`src/rtl/core/lkvc_pkg.sv`:
```
// Shared types and constants of the LRU key-value cache.
package lkvc_pkg;

  localparam int unsigned DEF_ENTRIES = 16;
  localparam int unsigned DATA_W      = 32;
  localparam int unsigned CAP_W       = 5;
  localparam int unsigned ADDR_W      = 3;
  localparam int unsigned PDATA_W     = 32;

  localparam logic [CAP_W-1:0] CAP_RESET = 5'd16;

  localparam logic [ADDR_W-3:0] REG_CAPACITY = 1'b0;

  typedef enum logic {
    KIND_GET = 1'b0,
    KIND_PUT = 1'b1
  } kind_e;

  typedef enum logic [1:0] {
    ST_IDLE,
    ST_SCAN,
    ST_RESP,
    ST_UPDATE
  } state_e;

endpackage

```
`src/rtl/core/lru_key_value_cache_top.sv`:
```
// Top level of the LRU key-value cache.
//
// Usage: drive kind_i/key_i/value_i and raise start while busy is low; the
// item is taken at that edge. kind_i = get looks the key up, put inserts or
// updates it. Exactly one result per item: done_o is high for one cycle with
// hit_o (key was present before the item) and read_value_o (stored value on a
// get hit, else 0). The receiver cannot hold results off.
// Each entry (key, value, recency rank) lives in one RAM; valid bits are flops.
// An item makes one read sweep over all ENTRIES rows (key compare, victim and
// free-slot search), then, except for a get miss, one read-modify-write sweep
// (rank aging, eviction, insert). The single RAM read port sets the rate:
// done_o rises once the read sweep ends, and busy stays high until the last
// sweep ends, so a new item is taken only after the last one is through.
// capacity_in_use sits at byte 0 of the APB port (0 acts as 1, values above
// ENTRIES saturate); write it only while busy is low. Lowering it evicts
// nothing until the next put of a new key.
// Reset empties the cache and sets capacity_in_use to 16; no clearing pass.
module lru_key_value_cache_top #(
  parameter int unsigned ENTRIES = lkvc_pkg::DEF_ENTRIES
) (
  input  logic                              clk_i,
  input  logic                              rst_ni,
  input  logic                              start,
  output logic                              busy,
  input  logic                              kind_i,
  input  logic signed [lkvc_pkg::DATA_W-1:0] key_i,
  input  logic signed [lkvc_pkg::DATA_W-1:0] value_i,
  output logic                              done_o,
  output logic                              hit_o,
  output logic signed [lkvc_pkg::DATA_W-1:0] read_value_o,
  input  logic                              psel,
  input  logic                              penable,
  input  logic                              pwrite,
  input  logic [lkvc_pkg::ADDR_W-1:0]       paddr,
  input  logic [lkvc_pkg::PDATA_W-1:0]      pwdata,
  output logic [lkvc_pkg::PDATA_W-1:0]      prdata,
  output logic                              pready
);

  localparam int unsigned AW = $clog2(ENTRIES);
  localparam int unsigned RW = AW;
  localparam int unsigned CW = $clog2(ENTRIES + 1);
  localparam int unsigned WW = (CW > lkvc_pkg::CAP_W) ? CW : lkvc_pkg::CAP_W;
  localparam int unsigned DW = lkvc_pkg::DATA_W;
  localparam int unsigned MW = 2 * DW + RW;

  lkvc_pkg::state_e state_q, state_d;
  lkvc_pkg::kind_e  kind_q, kind_d;

  logic [lkvc_pkg::CAP_W-1:0] cap_q, cap_d;
  logic [CW-1:0]              count_q, count_d;
  logic [ENTRIES-1:0]         valid_q, valid_d;
  logic [AW:0]                cnt_q, cnt_d;
  logic                       pv_q, pv_d;
  logic [AW-1:0]              pidx_q, pidx_d;
  logic                       hit_q, hit_d;
  logic                       slot_found_q, slot_found_d;

  logic [DW-1:0] key_q, key_d;
  logic [DW-1:0] val_in_q, val_in_d;
  logic [DW-1:0] hval_q, hval_d;
  logic [AW-1:0] hidx_q, hidx_d;
  logic [RW-1:0] hrank_q, hrank_d;
  logic [AW-1:0] slot_q, slot_d;

  logic          accept;
  logic          last;
  logic          ram_re, ram_we;
  logic [MW-1:0] ram_rdata, ram_wdata;
  logic [DW-1:0] rd_key, rd_val, w_key, w_val;
  logic [RW-1:0] rd_rank, w_rank;
  logic          cur_valid;
  logic [WW-1:0] cap_w, eff_w;
  logic [CW-1:0] eff, lim;
  logic          evict;
  logic          old_rank;
  logic          cfg_wr;

  assign accept = start && !busy;
  assign last   = (cnt_q == (AW + 1)'(ENTRIES));

  // effective capacity and eviction threshold
  always_comb begin
    cap_w = WW'(cap_q);
    if (cap_w == '0) begin
      eff_w = WW'(1);
    end else if (cap_w > WW'(ENTRIES)) begin
      eff_w = WW'(ENTRIES);
    end else begin
      eff_w = cap_w;
    end
    eff = CW'(eff_w);
    lim = eff - CW'(1);
  end

  assign evict = (count_q >= eff);

  assign rd_key    = ram_rdata[MW-1 -: DW];
  assign rd_val    = ram_rdata[RW +: DW];
  assign rd_rank   = ram_rdata[RW-1:0];
  assign cur_valid = valid_q[pidx_q];
  assign old_rank  = (CW'(rd_rank) >= lim);
  assign ram_wdata = {w_key, w_val, w_rank};

  // configuration port
  assign pready = 1'b1;
  assign cfg_wr = psel && penable && pwrite &&
                  (paddr[lkvc_pkg::ADDR_W-1:2] == lkvc_pkg::REG_CAPACITY);
  assign cap_d  = cfg_wr ? pwdata[lkvc_pkg::CAP_W-1:0] : cap_q;

  always_comb begin
    prdata = '0;
    if (paddr[lkvc_pkg::ADDR_W-1:2] == lkvc_pkg::REG_CAPACITY) begin
      prdata = lkvc_pkg::PDATA_W'(cap_q);
    end
  end

  // next state
  always_comb begin
    state_d = state_q;
    unique case (state_q)
      lkvc_pkg::ST_IDLE: begin
        if (accept) begin
          state_d = lkvc_pkg::ST_SCAN;
        end
      end
      lkvc_pkg::ST_SCAN: begin
        if (last) begin
          state_d = lkvc_pkg::ST_RESP;
        end
      end
      lkvc_pkg::ST_RESP: begin
        if (hit_q || (kind_q == lkvc_pkg::KIND_PUT)) begin
          state_d = lkvc_pkg::ST_UPDATE;
        end else begin
          state_d = lkvc_pkg::ST_IDLE;
        end
      end
      lkvc_pkg::ST_UPDATE: begin
        if (last) begin
          state_d = lkvc_pkg::ST_IDLE;
        end
      end
      default: state_d = lkvc_pkg::ST_IDLE;
    endcase
  end

  // state outputs
  always_comb begin
    busy   = 1'b1;
    done_o = 1'b0;
    ram_re = 1'b0;
    ram_we = 1'b0;
    unique case (state_q)
      lkvc_pkg::ST_IDLE: begin
        busy = 1'b0;
      end
      lkvc_pkg::ST_SCAN: begin
        ram_re = !last;
      end
      lkvc_pkg::ST_RESP: begin
        done_o = 1'b1;
      end
      lkvc_pkg::ST_UPDATE: begin
        ram_re = !last;
        ram_we = pv_q;
      end
      default: busy = 1'b1;
    endcase
  end

  assign hit_o        = hit_q;
  assign read_value_o = (hit_q && (kind_q == lkvc_pkg::KIND_GET)) ? $signed(hval_q) : '0;

  // sweep datapath
  always_comb begin
    kind_d       = kind_q;
    key_d        = key_q;
    val_in_d     = val_in_q;
    count_d      = count_q;
    valid_d      = valid_q;
    cnt_d        = cnt_q;
    pv_d         = 1'b0;
    pidx_d       = pidx_q;
    hit_d        = hit_q;
    hval_d       = hval_q;
    hidx_d       = hidx_q;
    hrank_d      = hrank_q;
    slot_found_d = slot_found_q;
    slot_d       = slot_q;
    w_key        = rd_key;
    w_val        = rd_val;
    w_rank       = rd_rank;

    if (ram_re) begin
      cnt_d  = cnt_q + (AW + 1)'(1);
      pv_d   = 1'b1;
      pidx_d = cnt_q[AW-1:0];
    end

    unique case (state_q)
      lkvc_pkg::ST_IDLE: begin
        if (accept) begin
          kind_d       = lkvc_pkg::kind_e'(kind_i);
          key_d        = $unsigned(key_i);
          val_in_d     = $unsigned(value_i);
          cnt_d        = '0;
          hit_d        = 1'b0;
          slot_found_d = 1'b0;
        end
      end
      lkvc_pkg::ST_SCAN: begin
        if (pv_q) begin
          if (cur_valid && (rd_key == key_q) && !hit_q) begin
            hit_d   = 1'b1;
            hidx_d  = pidx_q;
            hrank_d = rd_rank;
            hval_d  = rd_val;
          end
          if (!slot_found_q && (!cur_valid || (evict && old_rank))) begin
            slot_found_d = 1'b1;
            slot_d       = pidx_q;
          end
        end
      end
      lkvc_pkg::ST_RESP: begin
        cnt_d = '0;
      end
      lkvc_pkg::ST_UPDATE: begin
        if (pv_q) begin
          if (hit_q) begin
            if (pidx_q == hidx_q) begin
              w_rank = '0;
              if (kind_q == lkvc_pkg::KIND_PUT) begin
                w_val = val_in_q;
              end
            end else if (cur_valid && (rd_rank < hrank_q)) begin
              w_rank = rd_rank + RW'(1);
            end
          end else begin
            if (pidx_q == slot_q) begin
              w_key           = key_q;
              w_val           = val_in_q;
              w_rank          = '0;
              valid_d[pidx_q] = 1'b1;
            end else if (cur_valid) begin
              if (evict && old_rank) begin
                valid_d[pidx_q] = 1'b0;
              end else begin
                w_rank = rd_rank + RW'(1);
              end
            end
          end
        end
        if (last && !hit_q) begin
          count_d = evict ? eff : count_q + CW'(1);
        end
      end
      default: cnt_d = cnt_q;
    endcase
  end

  always_ff @(posedge clk_i or negedge rst_ni) begin
    if (!rst_ni) begin
      state_q      <= lkvc_pkg::ST_IDLE;
      kind_q       <= lkvc_pkg::KIND_GET;
      cap_q        <= lkvc_pkg::CAP_RESET;
      count_q      <= '0;
      valid_q      <= '0;
      cnt_q        <= '0;
      pv_q         <= 1'b0;
      hit_q        <= 1'b0;
      slot_found_q <= 1'b0;
    end else begin
      state_q      <= state_d;
      kind_q       <= kind_d;
      cap_q        <= cap_d;
      count_q      <= count_d;
      valid_q      <= valid_d;
      cnt_q        <= cnt_d;
      pv_q         <= pv_d;
      hit_q        <= hit_d;
      slot_found_q <= slot_found_d;
    end
  end

  always_ff @(posedge clk_i) begin
    key_q    <= key_d;
    val_in_q <= val_in_d;
    pidx_q   <= pidx_d;
    hval_q   <= hval_d;
    hidx_q   <= hidx_d;
    hrank_q  <= hrank_d;
    slot_q   <= slot_d;
  end

  lkvc_ram #(
    .WIDTH(MW),
    .DEPTH(ENTRIES)
  ) u_ram (
    .clk_i  (clk_i),
    .we_i   (ram_we),
    .waddr_i(pidx_q),
    .wdata_i(ram_wdata),
    .re_i   (ram_re),
    .raddr_i(cnt_q[AW-1:0]),
    .rdata_o(ram_rdata)
  );

endmodule

```
`src/rtl/core/lkvc_ram.sv`:
```
// Generic simple dual-port RAM with registered read.
module lkvc_ram #(
  parameter int unsigned WIDTH = 8,
  parameter int unsigned DEPTH = 16
) (
  input  logic                     clk_i,
  input  logic                     we_i,
  input  logic [$clog2(DEPTH)-1:0] waddr_i,
  input  logic [WIDTH-1:0]         wdata_i,
  input  logic                     re_i,
  input  logic [$clog2(DEPTH)-1:0] raddr_i,
  output logic [WIDTH-1:0]         rdata_o
);

  logic [WIDTH-1:0] mem_q [DEPTH];
  logic [WIDTH-1:0] rdata_q;

  always_ff @(posedge clk_i) begin
    if (we_i) begin
      mem_q[waddr_i] <= wdata_i;
    end
    if (re_i) begin
      rdata_q <= mem_q[raddr_i];
    end
  end

  assign rdata_o = rdata_q;

endmodule

```
`config.mk`:
```
export PLATFORM = sky130hd
export DESIGN_NAME = lru_key_value_cache_top
export DESIGN_NICKNAME = d
export VERILOG_FILES = /design/src/rtl/core/lkvc_pkg.sv /design/src/rtl/core/lru_key_value_cache_top.sv /design/src/rtl/core/lkvc_ram.sv
export SDC_FILE = /design/constraint.sdc
export NUM_CORES = 1
export LEC_CHECK = 0
export BUFFER_PORTS_ARGS = -buffer_cell sky130_fd_sc_hd__buf_4
export CELL_PAD_IN_SITES_DETAIL_PLACEMENT = 1
export CELL_PAD_IN_SITES_GLOBAL_PLACEMENT = 1
export CORE_UTILIZATION = 50
export DETAILED_ROUTE_END_ITERATION = 16
export GPL_ROUTABILITY_DRIVEN = 0
export PLACE_DENSITY = 0.83
export SLEW_MARGIN = 30
export SYNTH_ARGS = -nofsm -noshare
export SYNTH_HDL_FRONTEND = slang
export SYNTH_SLANG_ARGS = --single-unit
```
`constraint.sdc`:
```
create_clock -name clk_i -period 13.3 [get_ports clk_i]
set_input_delay 0.665 -clock clk_i [delete_from_list [all_inputs] [get_ports clk_i]]
set_output_delay 0.665 -clock clk_i [all_outputs]
set_load 0.01 [all_outputs]
```
## Yosys cells after proc, flatten, opt, wreduce, memory -nomap -nowiden

Memory sizes are Yosys's and may differ from the RTL's. A register that Yosys moved wholly into a read port is not among the register bits.
Index checks and enable logic that the tools add are counted.

| word-level totals | value |
|---|---|
| bits in registers | 149 |
| bits in writable memories | 1088 |
| output and inout bits | 68 |
| memories | 1 |
| input port bits | 106 |

Memory list:

| name | depth | bits a word | read ports | clocked after memory_dff | write ports | line | RTL |
|---|---|---|---|---|---|---|---|
| u_ram.mem_q | 16 | 68 | 1 | 1 | 1 | lkvc_ram.sv:15 | `logic [WIDTH-1:0] mem_q [DEPTH];` |

| operators by class | value |
|---|---|
| multiplexer cells | 52 |
| bitwise logic cells | 6 |
| order comparisons | 6 |
| $add $sub $neg | 4 |
| reduce and logical (&&, ||, !) cells | 32 |
| equal/unequal tests | 13 |

Operator list:

| operator | number |
|---|---|
| 32-bit two-way mux | 11 |
| 16-bit two-way mux | 3 |
| 32-bit equality test | 1 |
| 4-bit two-way mux | 8 |
| 5-bit two-way mux | 6 |
| 16-bit AND | 1 |
| 16-bit inverter | 1 |
| 16-bit bitwise OR | 1 |
| 1-bit two-way mux | 14 |
| 1-bit logical AND | 12 |
| 2-bit != test, second input constant | 6 |
| 5-bit by 1-bit adder with 5-bit output, second input constant | 2 |
| 5-bit case mux with 2 select lines | 1 |
| 3-bit AND reduction | 3 |
| 4-bit equality test | 2 |
| 2-bit two-way mux | 4 |
| 2-bit case mux with 4 select lines | 1 |
| 4-bit AND reduction | 2 |
| 2-bit nonzero test | 3 |
| 5-bit equality test, second input constant | 1 |
| 4-bit by 5-bit greater-or-equal comparator with 1-bit output | 1 |
| 5-bit greater-or-equal comparator | 1 |
| 5-bit greater-than comparator, second input constant | 1 |
| 5-bit logical NOT | 1 |
| other kinds (17) | 26 |

## Logic depth before layout (Yosys ltp)

| depth | value |
|---|---|
| word-level depth | 12 |
| gate-level depth with buffers | 11 |
| depth with buffers taken out | 11 |

## Hierarchy

A second synthesis with hierarchy kept.

| second synthesis, totals | value |
|---|---|
| cells, all modules | 2320 |
| area, all modules | 50204.4 µm² |

By module, submodules not included:

| module | instances | area each (µm²) | cells an instance |
|---|---|---|---|
| lkvc_ram | 1 | 42659.7 | 1750 |
| lru_key_value_cache_top | 1 | 7544.7 | 570 |

## Worst setup path after synthesis

No wires, ideal clock.

| path | value |
|---|---|
| path type | flip-flop to flip-flop |
| start | reg state_q[0] |
| end | mem u_ram.mem_q[3][0] in the netlist's numbering, enable pin |
| period minus slack after synthesis | 6.321 ns |
| library setup time | 0.577 ns |
| data arrival time | 5.744 ns |
| buffers on the path | 2 |
| stages on the path, launching flop included | 6 |
| setup slack | 6.979 ns |
| required time | 12.723 ns |
| path through | dfrtp_1 -> clkbuf_1 -> and3_1 -> clkbuf_1 -> nand3_1 -> nor3_1 |

| between the ends | value |
|---|---|
| longest elaborated chain between the ends | 4 |

Ends and longest elaborated chain:

| item | line | RTL |
|---|---|---|
| start, declared | lru_key_value_cache_top.sv:47 | `lkvc_pkg::state_e state_q, state_d;` |
| start signal, assigned | lru_key_value_cache_top.sv:265 | `state_q <= lkvc_pkg::ST_IDLE;` |
| start signal, assigned | lru_key_value_cache_top.sv:275 | `state_q <= state_d;` |
| 2-bit equality test | lru_key_value_cache_top.sv:154 | `unique case (state_q)` |
| 1-bit two-way mux | lru_key_value_cache_top.sv:154 |  |
| 1-bit two-way mux | lkvc_ram.sv:19 | `if (we_i) begin` |
| 1-bit two-way mux (not written as such) | lkvc_ram.sv:20 | `mem_q[waddr_i] <= wdata_i;` |
| end, declared | lkvc_ram.sv:15 |  |

Every way passes these cells.

## Final worst setup path

| path | value |
|---|---|
| start | reg cnt_q[1] |
| end | reg cnt_q[2] |

| between the ends | value |
|---|---|
| longest elaborated chain between the ends | 6 |
| elaborated cells on any way between the ends | 7 |
| classes of those cells | add/sub (1); eq/ne (1); mux (4); reduce/logical (1) |

Ends and longest elaborated chain:

| item | line | RTL |
|---|---|---|
| start, declared | lru_key_value_cache_top.sv:53 | `logic [AW:0] cnt_q, cnt_d;` |
| start signal, assigned | lru_key_value_cache_top.sv:280 | `cnt_q <= cnt_d;` |
| parallel branches: the longest is 3 deep, another holds 5-bit by 1-bit adder with 5-bit output | - |  |
| 5-bit two-way mux (*) | lru_key_value_cache_top.sv:195 | `if (ram_re) begin` |
| 5-bit two-way mux | lru_key_value_cache_top.sv:203 | `if (accept) begin` |
| 5-bit case mux with 2 select lines (*) | lru_key_value_cache_top.sv:201 | `unique case (state_q)` |
| net cnt_d[2] | lru_key_value_cache_top.sv:53 |  |

Mark *: on every way through the listed nets, which the timed path passes.
A chain may end at the register's enable or synchronous reset.

==> metrics.md <==
| Metric | Value |
|---|---|
| Cell chain of the critical path | `inv_1 > ha_1 > nor4bb_1 > nand2b_1 > inv_4 > buf_4 > nand2_1 > xor2_1 > nor2_1` |
| Reg2reg path depth | `9` |
| Hold WC Path Type | `in -> reg` |
| Mean routed wirelength per cell | `35.5 µm` |
| H-tree depth | `4` |
| Leading area contributor after synthesis | `edfxtp_1` |
| Sequential power share | `46.1%` |
| EDFF count, synth | `1268` |
| Avg Inst Size Synth | `23.2 µm²` |
| Status | `finished, final reports clean` |
| Total track usage | `26.6%` |
| Pin count of the biggest net entering global routing | `112` |
| Die W | `319 µm` |
| First-pass GRT wire length | `192000 µm` |
| Sequential area share after synthesis | `77.6%` |
| Worst reg2reg path startpoint | `cnt_q[1]` |
| Fin crit period | `4.06 ns` |
| Hold Path End | `key_q[0]` |
| VDD IR-drop max | `148 µV` |
| Pwr Total | `12.5 mW` |
| Via density | `6.57` |
| Chip height | `319 µm` |
| Core area | `0.0990 mm²` |
| Cell Pwr Density | `219 mW/mm²` |
| Ratio of cells with drive above 1 in the final layout | `32.4%` |
| Placed Instances | `3515` |
| Final WL | `133000 µm` |
| Leak | `18.3 nW` |
| CTS root buf | `clkbuf_16` |
| CTS Sinks | `1305` |
| Worst Tran Pin Value | `1.04 ns` |
| Clock Tree Buf Depth | `3` |
| Full die area | `0.102 mm²` |
| CP Max Fanout | `53` |
| # setup viols final | `0` |
| Main flop type after synthesis | `edfxtp_1` |
| CP top delay family | `buffers and inverters` |
| Combinational power share | `23.8%` |
| Distinct cells, synth | `57` |
| Vias in the first global route | `26200` |
| Crit path launch type | `register` |
| Worst R2R Setup Slack | `9.24 ns` |
| Clk pwr share | `30.1%` |
| Final Max Slew Viols | `0` |
| Final Hold Vio Count | `0` |
| DR vias | `24700` |
| Area grow syn2layout | `13.8%` |
| Hold_sp | `key_i[0]` |
| CP endpoint kind | `register` |
| Cell Count, Final, Fillers Out | `3751` |
| Post-Syn Instances | `2163` |
| Skew-Pair Late Insertion Delay | `0.76 ns` |
| Initial Util | `50.8%` |
| Initial antenna violation count | `3` |
| Commonest cells post-synth | `edfxtp_1, mux4_2, mux2_2` |
| Num CTS Buffers | `130` |
| RSZ-0062 raised after global routing | `false` |
| Post-route cell area | `0.0571 mm²` |
| Max transition margin | `30.6%` |
| Reg-to-Reg End | `cnt_q[2]` |
| Ys async rst share | `2.84%` |
| Port-buffer cells | `116` |
| DRC viols | `0` |
| Top-count cell post-synth | `edfxtp_1` |
| # diodes | `0` |
| DRT Pass-1 Iters | `7` |
| WHS Path Cells | `1` |
| Worst path max stage delay | `0.97 ns` |
| Setup Skew | `0.0428 ns` |
| Post-synthesis cell area | `0.0502 mm²` |
| Post-synthesis register bit count | `1305` |
| ANT nets after route | `0` |
| Fmax | `0.246 GHz` |
| Kind of critical path | `reg -> reg` |
| Synth area leaders | `edfxtp_1, mux4_2, dfrtp_1` |
| Power Internal | `8.89 mW` |
| Period utilization | `30.5%` |
| # Post-CTS Setup Buffers | `0` |
| CP max-delay cell | `dfrtp_4` |
| Worst endpoint required time | `13.95 ns` |
| Top-area cell type share of the netlist area | `75.8%` |
| GR Overflow Total | `0` |
| CP Data Arrival Time | `4.71 ns` |
| Switching power | `3.63 mW` |
| Sw frac | `29.0%` |
| Total Nets Final | `2487` |
| Setup TNS | `0 ns` |
| CTS tree | `built` |
| FP Rows | `115` |
| DP HPWL | `63200 µm` |
| Reg clk slew, reported paths | `0.07 ns` |
| Buf/Inv on CP | `3` |
| YS warnings | `0` |
| I/O pin count | `174` |
| Placed Area | `0.0528 mm²` |
| Max_cap viols | `0` |
| DRT iter0 DRCs | `3345` |
how the worst max path moves through the flow:
| stage | start | endpoint | cells after the start |
|---|---|---|---|
| 3_5_place_dp | cnt_q[1] | cnt_q[2] | 9 |
| 2_1_floorplan | state_q[0] | u_ram.mem_q[3][0] | 5 |
| 4_1_cts | cnt_q[1] | cnt_q[2] | 9 |
| 3_3_place_gp | cap_q[3] | u_ram.mem_q[5][3] | 10 |
| 5_1_grt | cap_q[3] | u_ram.mem_q[15][3] | 11 |
| 6_report | cnt_q[1] | cnt_q[2] | 9 |
metal layers:
metal  up-vias  track usage [%]  part of all wire [%]
li1       9455                -                     -
met1     13300             33.9                    36
met2      1670             45.5                    52
met3       280             5.04                   8.3
met4         0             10.1                   3.3
met5         -                0                     0
worst register-to-register path, cell delays in order (launching register included):
cell and delay, ns:
dfrtp_4 0.97, inv_1 0.21, ha_1 0.24, nor4bb_1 0.18, nand2b_1 0.27, inv_4 0.56, buf_4 0.93, nand2_1 0.21
xor2_1 0.19, nor2_1 0.20
registers in the layout, indices dropped and copies added (netlist names), 2 cells and up, named ones only:
signal and flops:
count_q 5, u_ram.mem_q 1088, state_q 2, hval_q 32
val_in_q 32, pidx_q 4, u_ram.rdata_o 68, key_q 32
cnt_q 5, slot_q 4, hidx_q 4, hrank_q 4
cap_q 5
cell families (layout without fill, tap and decap cells):
| logic type | count (synthesis) | count (layout) | share of synthesized area (%) |
|---|---|---|---|
| AO/OA/AOI/OAI | 60 | 60 | 0.839 |
| XOR/XNOR | 45 | 45 | 0.784 |
| adder cells (fa/ha/maj) | 17 | 17 | 0.423 |
| buffers and inverters | 145 | 420 | 1.42 |
| flip-flops | 1305 | 1305 | 77.6 |
| multiplexers | 418 | 418 | 17.1 |
| other | 2 | 28 | 0.0149 |
| AND/OR/NAND/NOR | 171 | 171 | 1.78 |
cells in the final DEF (no fill, tap or decap), types with 16 or more instances in the layout:
master and n:
and2_1 32, buf_4 157, clkbuf_1 20, clkbuf_16 135, clkinv_1 29, clkinv_2 20, conb_1 28, dfrtp_1 32
edfxtp_1 1268, ha_1 17, inv_1 16, mux2_2 67, mux4_2 345, nand2_1 37, nor2_1 21, xnor2_1 31
timing repair:
action | in CTS | in global routing
resized for setup | 0 | 0
hold buffers | 1 | 0
hold endpoints to repair | 36 | 0
power groups by stage:
| stage | clock [mW] | combinational, mW | sequential [mW] |
|---|---|---|---|
| 6_report | 3.77 | 2.99 | 5.77 |
| 3_3_place_gp | 0 | 2.65 | 5.79 |
| 3_5_place_dp | 0 | 2.84 | 5.83 |
| 5_1_grt | 3.92 | 3.15 | 5.79 |
| 4_1_cts | 3.81 | 2.95 | 5.77 |
| 2_1_floorplan | 0 | 2.19 | 5.62 |
layout make-up:
| cell class | instances | area, µm² |
|---|---|---|
| flip-flops and latches | 1305 | 39000 |
| fillers | 8183 | 41800 |
| inverters | 18 | 71.3 |
| well taps | 1287 | 1610 |
| clock inverters | 77 | 826 |
| multi-input cells | 739 | 10800 |
| clock buffers | 155 | 3450 |
| repair buffers | 170 | 1400 |
stage by stage:
stage / util [%] / worst slack (ns) / hold WS (ns)
floorplan: - / 6.98 / 0.369
global placement: 53.2 / 9.20 / 0.435
detailed placement: 53.3 / 9.18 / 0.433
CTS: 57.6 / 9.05 / 0.0567
global route: 57.7 / 9.14 / 0.0800
finish: 57.7 / 9.24 / 0.104
(Power assumes the default switching activity.)
